--- src/rtl/triangle_tangent_defines.svh ---
// Assertion helpers for the file that checks its own logic (triangle_tangent.sv).
`ifndef TRIANGLE_TANGENT_DEFINES_SVH
`define TRIANGLE_TANGENT_DEFINES_SVH

// Condition implies consequence in the same cycle.
`define TT_ASSERT_NOW(label, clk, rst_n, ante, cons, msg) \
  label: assert property (@(posedge clk) disable iff (!rst_n) (ante) |-> (cons)) \
    else $error(msg);

// Condition implies consequence in the following cycle.
`define TT_ASSERT_NEXT(label, clk, rst_n, ante, cons, msg) \
  label: assert property (@(posedge clk) disable iff (!rst_n) (ante) |=> (cons)) \
    else $error(msg);

`endif

--- src/rtl/tt_pkg.sv ---
package tt_pkg;

  localparam int NORM_BITS  = 30;
  localparam int OUT_W      = 18;
  localparam int MUL_CHUNK  = 16;
  localparam int CNT_W      = 6;
  localparam int SQ_W       = 2 * NORM_BITS + 2;
  localparam int SQRT_W     = 2 * NORM_BITS + 4;
  localparam int SQRT_STEPS = NORM_BITS + 2;
  localparam int LEN_W      = NORM_BITS + 2;
  localparam int SQ_TERMS   = 4;

  typedef enum logic [4:0] {
    DP_NOP,
    DP_HOLD0,
    DP_HOLD1,
    DP_DIFF,
    DP_MUL_START,
    DP_MUL_STEP,
    DP_MUL_WB,
    DP_DEGEN,
    DP_MAG,
    DP_NORM,
    DP_SQ,
    DP_SQRT_INIT,
    DP_SQRT_STEP,
    DP_DIV_INIT,
    DP_DIV_STEP,
    DP_DIV_WB,
    DP_PUBLISH
  } dp_op_e;

  typedef struct packed {
    dp_op_e     op;
    logic [2:0] sel;
  } dp_cmd_t;

  typedef struct packed {
    logic det_zero;
    logic norm_zero;
    logic norm_done;
  } dp_status_t;

endpackage

--- src/rtl/tt_ctrl.sv ---
module tt_ctrl #(
  parameter int MUL_STEPS = 3,
  parameter int DIV_STEPS = 17
) (
  input  logic               clk_i,
  input  logic               rst_ni,
  input  logic               in_valid_i,
  output logic               in_stall_o,
  output logic               out_valid_o,
  input  logic               out_stall_i,
  input  tt_pkg::dp_status_t status_i,
  output tt_pkg::dp_cmd_t    cmd_o
);

  typedef enum logic [3:0] {
    S_IDLE, S_MUL_START, S_MUL_RUN, S_MUL_WB, S_DET, S_MAG, S_NORM, S_SQ,
    S_SQRT_INIT, S_SQRT, S_DIV_INIT, S_DIV, S_DIV_WB, S_DONE
  } state_e;

  localparam int CW = tt_pkg::CNT_W;

  state_e              state_q;
  logic [1:0]          slot_q;
  logic [CW-1:0]       cnt_q;
  logic [2:0]          idx_q;
  logic                out_valid_q;
  logic                accept;
  logic                publish;

  assign in_stall_o  = (state_q != S_IDLE);
  assign accept      = in_valid_i && !in_stall_o;
  assign publish     = (state_q == S_DONE) && (!out_valid_q || !out_stall_i);
  assign out_valid_o = out_valid_q;

  always_comb begin
    cmd_o.op  = tt_pkg::DP_NOP;
    cmd_o.sel = idx_q;
    unique case (state_q)
      S_IDLE: begin
        if (accept) begin
          unique case (slot_q)
            2'd1:    cmd_o.op = tt_pkg::DP_HOLD1;
            2'd2:    cmd_o.op = tt_pkg::DP_DIFF;
            default: cmd_o.op = tt_pkg::DP_HOLD0;
          endcase
        end
      end
      S_MUL_START: cmd_o.op = tt_pkg::DP_MUL_START;
      S_MUL_RUN:   cmd_o.op = tt_pkg::DP_MUL_STEP;
      S_MUL_WB:    cmd_o.op = tt_pkg::DP_MUL_WB;
      S_DET:       cmd_o.op = status_i.det_zero ? tt_pkg::DP_DEGEN : tt_pkg::DP_NOP;
      S_MAG:       cmd_o.op = tt_pkg::DP_MAG;
      S_NORM: begin
        if (status_i.norm_zero)      cmd_o.op = tt_pkg::DP_DEGEN;
        else if (!status_i.norm_done) cmd_o.op = tt_pkg::DP_NORM;
      end
      S_SQ: begin
        cmd_o.op  = tt_pkg::DP_SQ;
        cmd_o.sel = cnt_q[2:0];
      end
      S_SQRT_INIT: cmd_o.op = tt_pkg::DP_SQRT_INIT;
      S_SQRT:      cmd_o.op = tt_pkg::DP_SQRT_STEP;
      S_DIV_INIT:  cmd_o.op = tt_pkg::DP_DIV_INIT;
      S_DIV:       cmd_o.op = tt_pkg::DP_DIV_STEP;
      S_DIV_WB:    cmd_o.op = tt_pkg::DP_DIV_WB;
      S_DONE:      cmd_o.op = publish ? tt_pkg::DP_PUBLISH : tt_pkg::DP_NOP;
      default:     cmd_o.op = tt_pkg::DP_NOP;
    endcase
  end

  always_ff @(posedge clk_i or negedge rst_ni) begin
    if (!rst_ni) begin
      state_q     <= S_IDLE;
      slot_q      <= 2'd0;
      cnt_q       <= '0;
      idx_q       <= '0;
      out_valid_q <= 1'b0;
    end else begin
      if (publish)                     out_valid_q <= 1'b1;
      else if (out_valid_q && !out_stall_i) out_valid_q <= 1'b0;
      unique case (state_q)
        S_IDLE: begin
          if (accept) begin
            unique case (slot_q)
              2'd1: slot_q <= 2'd2;
              2'd2: begin
                slot_q  <= 2'd0;
                idx_q   <= '0;
                state_q <= S_MUL_START;
              end
              default: slot_q <= 2'd1;
            endcase
          end
        end
        S_MUL_START: begin
          cnt_q   <= '0;
          state_q <= S_MUL_RUN;
        end
        S_MUL_RUN: begin
          if (cnt_q == CW'(MUL_STEPS - 1)) state_q <= S_MUL_WB;
          else                             cnt_q   <= cnt_q + 1'b1;
        end
        S_MUL_WB: begin
          if (idx_q == 3'd1)      state_q <= S_DET;
          else if (idx_q == 3'd7) state_q <= S_MAG;
          else begin
            idx_q   <= idx_q + 1'b1;
            state_q <= S_MUL_START;
          end
        end
        S_DET: begin
          if (status_i.det_zero) state_q <= S_DONE;
          else begin
            idx_q   <= 3'd2;
            state_q <= S_MUL_START;
          end
        end
        S_MAG: state_q <= S_NORM;
        S_NORM: begin
          if (status_i.norm_zero) state_q <= S_DONE;
          else if (status_i.norm_done) begin
            cnt_q   <= '0;
            state_q <= S_SQ;
          end
        end
        S_SQ: begin
          if (cnt_q == CW'(tt_pkg::SQ_TERMS - 1)) state_q <= S_SQRT_INIT;
          else                                    cnt_q   <= cnt_q + 1'b1;
        end
        S_SQRT_INIT: begin
          cnt_q   <= '0;
          state_q <= S_SQRT;
        end
        S_SQRT: begin
          if (cnt_q == CW'(tt_pkg::SQRT_STEPS - 1)) begin
            idx_q   <= '0;
            state_q <= S_DIV_INIT;
          end else begin
            cnt_q <= cnt_q + 1'b1;
          end
        end
        S_DIV_INIT: begin
          cnt_q   <= '0;
          state_q <= S_DIV;
        end
        S_DIV: begin
          if (cnt_q == CW'(DIV_STEPS - 1)) state_q <= S_DIV_WB;
          else                             cnt_q   <= cnt_q + 1'b1;
        end
        S_DIV_WB: begin
          if (idx_q == 3'd2) state_q <= S_DONE;
          else begin
            idx_q   <= idx_q + 1'b1;
            state_q <= S_DIV_INIT;
          end
        end
        S_DONE: begin
          if (publish) state_q <= S_IDLE;
        end
        default: state_q <= S_IDLE;
      endcase
    end
  end

endmodule

--- config.mk ---
export PLATFORM = sky130hd
export DESIGN_NAME = tt_ctrl
export DESIGN_NICKNAME = d
export VERILOG_FILES = /design/src/rtl/triangle_tangent_defines.svh /design/src/rtl/tt_pkg.sv /design/src/rtl/tt_ctrl.sv
export SDC_FILE = /design/constraint.sdc
export NUM_CORES = 1
export LEC_CHECK = 0
export ABC_AREA = 1
export ABC_CLOCK_PERIOD_IN_PS = 4320
export BUFFER_PORTS_ARGS = -buffer_cell sky130_fd_sc_hd__buf_2
export CELL_PAD_IN_SITES_DETAIL_PLACEMENT = 2
export CELL_PAD_IN_SITES_GLOBAL_PLACEMENT = 2
export CORE_ASPECT_RATIO = 0.9
export CORE_UTILIZATION = 35
export DETAILED_ROUTE_END_ITERATION = 6
export PLACE_DENSITY = 0.87
export SLEW_MARGIN = 20
export SYNTH_ARGS = -nofsm -noshare
export SYNTH_HDL_FRONTEND = slang
export SYNTH_SLANG_ARGS = --single-unit
--- constraint.sdc ---
create_clock -name clk_i -period 4.32 [get_ports clk_i]
set_clock_uncertainty 0.05 [all_clocks]
set_input_delay 0.432 -clock clk_i [delete_from_list [all_inputs] [get_ports clk_i]]
set_output_delay 0.432 -clock clk_i [all_outputs]
set_load 0.02 [all_outputs]
After elaboration in Yosys (flattened, before gate mapping)
Cells that the tools add are included.
Widths: inputs -> output; s select.
{"block": "op_classes", "add_sub_neg": 2, "n_eq_ne": 40, "n_mux": 40, "n_reduce_logical": 17}
{"operator": "$pmux 5 s14", "count": 1}
{"operator": "$pmux 4 s14", "count": 1}
{"operator": "$mux 4", "count": 11}
{"operator": "$mux 3", "count": 12}
{"operator": "$mux 6", "count": 6}
{"operator": "$pmux 6 s6", "count": 1}
{"operator": "$ne 2x2->1 const B", "count": 16}
{"operator": "$eq 4x4->1 const B", "count": 6}
{"operator": "$eq 4x3->1 const B", "count": 4}
{"operator": "$reduce_and 8->1", "count": 2}
{"operator": "$pmux 3 s5", "count": 1}
{"operator": "$eq 6x2->1 const B", "count": 2}
{"operator": "$eq 6x5->1 const B", "count": 2}
{"operator": "$mux 5", "count": 2}
{"operator": "$eq 4x2->1 const B", "count": 2}
{"operator": "$pmux 2 s2", "count": 2}
{"operator": "$reduce_and 7->1", "count": 1}
{"operator": "$add 6x1->6 const B", "count": 1}
{"operator": "$reduce_bool 6->1", "count": 1}
{"operator": "$reduce_bool 5->1", "count": 1}
{"operator": "$eq 4x1->1 const B", "count": 1}
{"operator": "$logic_not 4->1", "count": 1}
{"operator": "$reduce_bool 4->1", "count": 1}
{"operator": "$add 3x1->3 const B", "count": 1}
{"operator": "other kinds (15)", "count": 20}
{"block": "word_totals", "reg_bits": 16, "elab_cells": 104}

Longest topological paths before layout
Gate-level depths: netlist of run 1.
{"block": "logic_depth", "depth_word": 5, "ltp_mapped": 11, "mapped_depth_nobuf": 10}

Worst setup path after synthesis of run 1
No wires, ideal clock.
{"block": "synth_path", "kind": "flip-flop to output port", "start": "register state_q[2]", "end": "output cmd_o[0] (netlist bit)", "arrival_ns": 1.293, "setup_slack_ns": 2.545, "path_stages_with_launch": 5, "path_buffers": 0, "path_cell_list": "dfrtp_1 inv_2 nor2_4 nand2_4 o21ai_0"}
{"element": "start, declared", "line_no": "tt_ctrl.sv:22", "rtl": "state_e state_q;"}
{"element": "start signal, assigned", "line_no": "tt_ctrl.sv:73", "rtl": "state_q <= S_IDLE;"}
{"element": "start signal, assigned", "line_no": "tt_ctrl.sv:89", "rtl": "state_q <= S_MUL_START;"}
{"element": "start signal, assigned", "line_no": "tt_ctrl.sv:97", "rtl": "state_q <= S_MUL_RUN;"}
{"element": "end, declared", "line_no": "tt_ctrl.sv:12", "rtl": "output tt_pkg::dp_cmd_t cmd_o"}

==> results.cfg, run 1 <==
[finish]
n_fill_cell = 597
multiInputGateArea_um2 = 1120
regArea_um2 = 400
final_util = 0.410
drive_gt1_frac = 0.215
fin_nets = 292
area_growth_pct = 11.8
n_antenna_cell = 0

[power_and_ir_drop]
switching_power_mw = 0.767
p_clk_frac = 0.091
vdd_drop_max_mv = 0.280
netSwitchingFraction = 0.581
p_comb_frac = 0.697
p_leak_nw = 1.04
power_mw = 1.32
power_density_nw_per_um2 = 717
seq_power_share = 0.211
intPower_mw = 0.553

[floorplan]
core_um2 = 4490
start_util = 0.367
fp.dieH_um = 67.1
fp.dieArea_um2 = 4980
ioPinCount = 17
die_w_um = 74.3
rows = 23

[cts]
cts_resized = 0
numCtsBuffers = 3
cts-root-buf = clkbuf_8
insertion_delay_ns = 0.26
ctsHoldBuffers = 0
cts.path.max_buffers = 2
postCtsSetupRepairBufs = 0
htree_levels = 1
clkSlewWorstSetupHoldPaths_ns = 0.07
clock-sinks = 16
cts_tree = built

[routing]
avgRoutedWirePerCell_um = 15.4
drt-pass1-iter-count = 4
vias = 1672
vias_per_cell = 4.98
drtIter0Drc = 70
ant_nets = 0
route.detailed.drc = 0
wirelength_um = 5180

[timing]
drv_slew = 0
final.setup.tns_ns = 0
finalCriticalPeriod_ns = 2.29
finalHoldViolations = 0
rsz0062_at_grt = false
timing.hold.ws_ns = 0.0520
tightest_slew_ns = 0.437
fin_crit_sh = 0.531
setup_viol = 0
fmax_mhz = 436
maxSlewHeadroom = 0.708

[grt]
grt_max_degree = 17
grt_pass1_vias = 1654
grt_pass1_wl_um = 8210
grt_usage = 0.226
antenna_found_initial = 0
overflow = 0

[logic_synthesis]
syn_area_um2 = 1650
synth_top_area_frac = 0.243
synth_edf_count = 0
yosysMostFrequentCell = nand2_1
synth_top_cell_by_area = dfrtp_1
netlist_top_cells_area = dfrtp_1, nand2_1, nor2_1
seq_area_frac_synth = 0.243
synth-async-reset-ratio = 1.00
yosys-top-cells-count = nand2_1, nor2_1, inv_1
yosysWarnings = 0
syn_nets = 272
syn_avg_cell_area_um2 = 6.43
syn_inst = 256
synth_cell_types = 27
ys_ff_latch = 16
ys.flop_type = dfrtp_1

[setup_path]
rrSetupSlack_ns = 2.49
required_ns = 3.84
arrival_ns = 1.81
path_max_fanout = 8
critPathLaunchType = flip-flop
worstSetupEndpointType = primary output
critical_path_class = reg -> out

[worst_hold_path]
hold_path_class = in -> async

[placement]
dp_hpwl_um = 4360
gp_congestion = 0.865
port_buffers = 16

[outcome]
outcome = finished, final reports clean

[job]
maxCapViolations = 0
-- flip-flops by register name, indices dropped and copies added, names as in the netlist --
signal and count:
idx_q 3, out_valid_o 1, state_q 4, slot_q 2, cnt_q 6
-- critical path, cell delays in order, from the launching register on --
cell     delay [ns]
dfrtp_1        0.48
inv_1          0.16
nand2_1        0.12
nor2_1         0.21
nand2_1        0.14
nor2_1         0.16
nor2_1         0.06
nand4_1        0.07
buf_2          0.16
-- cells by family after synthesis --
| logic type | share of synthesized area |
|---|---|
| adders and majority gates | 0.0684 |
| and+or+nand+nor | 0.553 |
| DFF | 0.243 |
| AOI/OAI and AO/OA | 0.0456 |
| xor gates and xnor gates | 0.0106 |
| buffers and inverters | 0.0790 |
-- through the flow --
step           instance area [um2]  instances  worst slack, ns
6_report                      1840        336             2.03
5_1_grt                       1840        336             1.81
4_1_cts                       1840        336             1.99
3_5_place_dp                  1800        333             2.28
3_3_place_gp                  1800        333             2.36
2_1_floorplan                 1650        256             2.55
-- worst paths after layout --
kind,startpoint,endpoint,cells after the start
worst max-delay path,state_q[0],cmd_o[4],8
worst min-delay path,rst_ni,slot_q[1],1
worst max register to register,cnt_q[0],idx_q[2],10
max in group asynchronous,rst_ni,out_valid_o,1
min in group clk_i,out_stall_i,out_valid_o,3
worst min register to register,out_valid_o,out_valid_o,2
-- placed cells by master, fill, tap and decap left out, types with 2 or more instances in the layout --
| cell | n |
|---|---|
| ha_1 | 9 |
| nand3b_1 | 2 |
| nor2_2 | 7 |
| a21oi_1 | 4 |
| clkbuf_8 | 3 |
| nor2_4 | 4 |
| inv_1 | 26 |
| nor2_8 | 2 |
| nand2_4 | 4 |
| inv_2 | 6 |
| nand4_1 | 6 |
| nand3_1 | 18 |
| dfrtp_1 | 16 |
| nand2_2 | 8 |
| o21ai_1 | 2 |
| nor2_1 | 38 |
| nand3_2 | 3 |
| o21ai_0 | 4 |
| nand3_4 | 2 |
| nand2_1 | 86 |
| buf_2 | 16 |
| xor2_1 | 2 |
-- layout make-up --
cell class | count | area share
Multi-Input combinational cell | 206 | 0.606
Sequential cell | 16 | 0.218
Inverter | 33 | 0.0680
Timing Repair Buffer | 16 | 0.0435
Tap cell | 62 | 0.0421
Clock buffer | 3 | 0.0224
-- per-layer routing --
layer,share of wire,track usage,up-vias
met3,0.014,0.0227,5
met4,0.0095,0.0495,0
met1,0.49,0.300,812
li1,-,-,838
met2,0.49,0.393,17
met5,0,0,-
-- power by group through the flow --
stage / sequential, mW / combinational [mW] / clock (mW)
floorplan: 0.252 / 0.696 / 0
global placement: 0.277 / 0.890 / 0
detailed placement: 0.281 / 0.930 / 0
CTS: 0.278 / 0.935 / 0.125
finish: 0.279 / 0.920 / 0.121
global route: 0.287 / 1.03 / 0.129
Power figures use the tool's default switching activity.
==> run 2, diff against run 1 <==
--- a/config.mk
+++ b/config.mk
@@ -5,15 +5,15 @@
 export SDC_FILE = /design/constraint.sdc
 export NUM_CORES = 1
 export LEC_CHECK = 0
-export ABC_AREA = 1
-export ABC_CLOCK_PERIOD_IN_PS = 4320
+export ABC_AREA = 0
+export ABC_CLOCK_PERIOD_IN_PS = 2200
 export BUFFER_PORTS_ARGS = -buffer_cell sky130_fd_sc_hd__buf_2
 export CELL_PAD_IN_SITES_DETAIL_PLACEMENT = 2
 export CELL_PAD_IN_SITES_GLOBAL_PLACEMENT = 2
 export CORE_ASPECT_RATIO = 0.9
-export CORE_UTILIZATION = 35
+export CORE_UTILIZATION = 36
 export DETAILED_ROUTE_END_ITERATION = 6
-export PLACE_DENSITY = 0.87
+export PLACE_DENSITY = 0.81
 export SLEW_MARGIN = 20
 export SYNTH_ARGS = -nofsm -noshare
 export SYNTH_HDL_FRONTEND = slang
==> constraint.sdc (replaced) <==
create_clock -name clk_i -period 2.2 [get_ports clk_i]
set_clock_uncertainty 0.05 [all_clocks]
set_input_delay 0.22 -clock clk_i [delete_from_list [all_inputs] [get_ports clk_i]]
set_output_delay 0.22 -clock clk_i [all_outputs]
set_load 0.02 [all_outputs]
==> results.cfg, run 2 <==
[setup_path]
worstSetupEndpointType = flip-flop
required_ns = 2.30
critical_path_class = reg -> reg
critPathMaxStageDelay_ns = 0.49
cp_cell_sequence = buf_4 -> nor2b_1 -> o21ai_0 -> a221o_1 -> or2_2 -> mux2_2
r2r_start = state_q[1]
path_max_fanout = 9
crit_start = state_q[1]
arrival_ns = 2.28
cp_slowest_cell = dfrtp_2
critPathLaunchType = flip-flop

[cts]
cts.path.max_buffers = 2
htree_levels = 1
cts-root-buf = clkbuf_8
clock-sinks = 16
insertion_delay_ns = 0.26
clkSlewWorstSetupHoldPaths_ns = 0.07
cts_tree = built
numCtsBuffers = 3

[power_and_ir_drop]
seq_power_share = 0.166
p_clk_frac = 0.081
p_leak_nw = 0.934
intPower_mw = 1.77
switching_power_mw = 1.65
power_mw = 3.42
p_comb_frac = 0.753
vdd_drop_max_mv = 0.674
netSwitchingFraction = 0.483
power_density_nw_per_um2 = 1690

[routing]
route.detailed.drc = 0
vias = 1660
drtIter0Drc = 80
ant_nets = 0
avgRoutedWirePerCell_um = 23.4
wirelength_um = 6410
vias_per_cell = 6.06
drt-pass1-iter-count = 7

[floorplan]
fp.dieArea_um2 = 4560
fp.dieH_um = 64.2
core_um2 = 4100
die_w_um = 71.1
ioPinCount = 17
rows = 22
start_util = 0.377

[timing]
fin_crit_sh = 0.992
timing.hold.ws_ns = 0.178
tightest_slew_ns = 0.426
fmax_mhz = 458
maxSlewHeadroom = 0.716
setup_ws_ns = 0.0178
finalHoldViolations = 0
drv_slew = 0
finalCriticalPeriod_ns = 2.18
setup_viol = 0

[logic_synthesis]
syn_nets = 196
syn_area_um2 = 1550
yosysWarnings = 0
synth_edf_count = 0
syn_inst = 180
synth-async-reset-ratio = 1.00
syn_avg_cell_area_um2 = 8.59
yosys-top-cells-count = nand2_1, a21oi_1, dfrtp_1
ys_ff_latch = 16
seq_area_frac_synth = 0.259
synth_top_area_frac = 0.259
synth_top_cell_by_area = dfrtp_1
yosysMostFrequentCell = nand2_1
ys.flop_type = dfrtp_1
synth_cell_types = 54
netlist_top_cells_area = dfrtp_1, ha_1, clkbuf_8

[grt]
grt_max_degree = 18
grt_pass1_vias = 1756
grt_pass1_wl_um = 9780
antenna_found_initial = 0
grt_usage = 0.283
overflow = 0

[finish]
final_util = 0.494
area_growth_pct = 31.1
drive_gt1_frac = 0.442
n_antenna_cell = 0
fin_nets = 243
largest_register = cnt_q
reg_top3 = cnt_q (6), state_q (4), idx_q (3)
final_cell_mix = buf_4, nand2_1, a21oi_1, buf_2, o21ai_0
final_common_cell = buf_4
largest_reg_flops = 6
n_fill_cell = 437

[job]
maxCapViolations = 0

[placement]
dp_hpwl_um = 4280
pre_cts_ws_ns = -0.0631
port_buffers = 16
gp_congestion = 0.875

[worst_hold_path]
hold_path_class = in -> reg
min_from = out_stall_i

[outcome]
outcome = finished, final reports clean
[run 2: cell count changes after synthesis, moves of 6 or more]
cell / delta
clkbuf_8: +6
o21ai_0: +11
nand4_1: -6
nand2_1: -69
nand2_2: -8
nor2_1: -27
a21oi_1: +12
nand3_1: -14
inv_2: -6
nor2_2: -7
inv_1: -16
[run 2: path summary, 6_finish.rpt]
kind	end	depth (start not counted)	slack [ns]
hold / removal	out_valid_o	3	0.18
max in group asynchronous	state_q[1]	2	1.40
hold reg to reg	out_valid_o	2	0.50
setup reg to reg	cnt_q[0]	6	0.02
setup / recovery	cnt_q[0]	6	0.02
min in group asynchronous	idx_q[1]	2	0.37
[run 2: power groups by stage]
stage          clock network, mW  logic [mW]  registers [mW]
2_1_floorplan                  0        1.49           0.499
4_1_cts                    0.276        2.25           0.550
6_report                   0.277        2.58           0.566
3_3_place_gp                   0        1.93           0.528
5_1_grt                    0.294        2.73           0.582
3_5_place_dp                   0        2.09           0.553
[run 2: area by class of cell]
type | instances | area (um2) | area share
multi-input combinational | 143 | 1090 | 0.536
sequential | 16 | 407 | 0.201
tap | 48 | 60.1 | 0.0296
inverter | 10 | 40.0 | 0.0198
timing repair buffer | 53 | 378 | 0.186
clock buffer | 4 | 55.1 | 0.0272
[run 2: worst max-delay path: cells and delay by family, from the launching register on]
kind | cells | cell delay, ns
AOI/OAI and AO/OA | 2 | 0.57
buffers and inverters | 1 | 0.16
and+or+nand+nor | 2 | 0.54
DFF | 1 | 0.49
muxes | 1 | 0.26
[run 2: cells by family after synthesis]
| group | synth area share |
|---|---|
| AO/OA/AOI/OAI | 0.239 |
| buffers and inverters | 0.100 |
| flip-flops | 0.259 |
| multiplexers | 0.0785 |
| AND/OR/NAND/NOR | 0.251 |
| adder cells (fa/ha/maj) | 0.0728 |
[run 2: repair_timing]
item / CTS / global route
buffers inserted: 5 / 5
gates resized for setup: 15 / 20
hold buffers: 1 / 0
pin swaps: 4 / 6
endpoints found under the setup margin: 12 / 13
hold endpoints to repair: 16 / 0
[run 2: metrics by stage]
step	instances	setup TNS [ns]	cell area, um2
finish	274	0	2030
global route	274	-0.350	2030
CTS	269	0	1900
detailed placement	259	-0.280	1760
global placement	259	0	1760
floorplan	180	0	1550
[run 2: metal layers]
layer | global-route usage | share of wire | wire length, um
met2 | 0.522 | 0.51 | 3240
met1 | 0.346 | 0.42 | 2710
met4 | 0.0650 | 0.029 | 183
met3 | 0.0426 | 0.043 | 276
met5 | 0 | 0 | 0
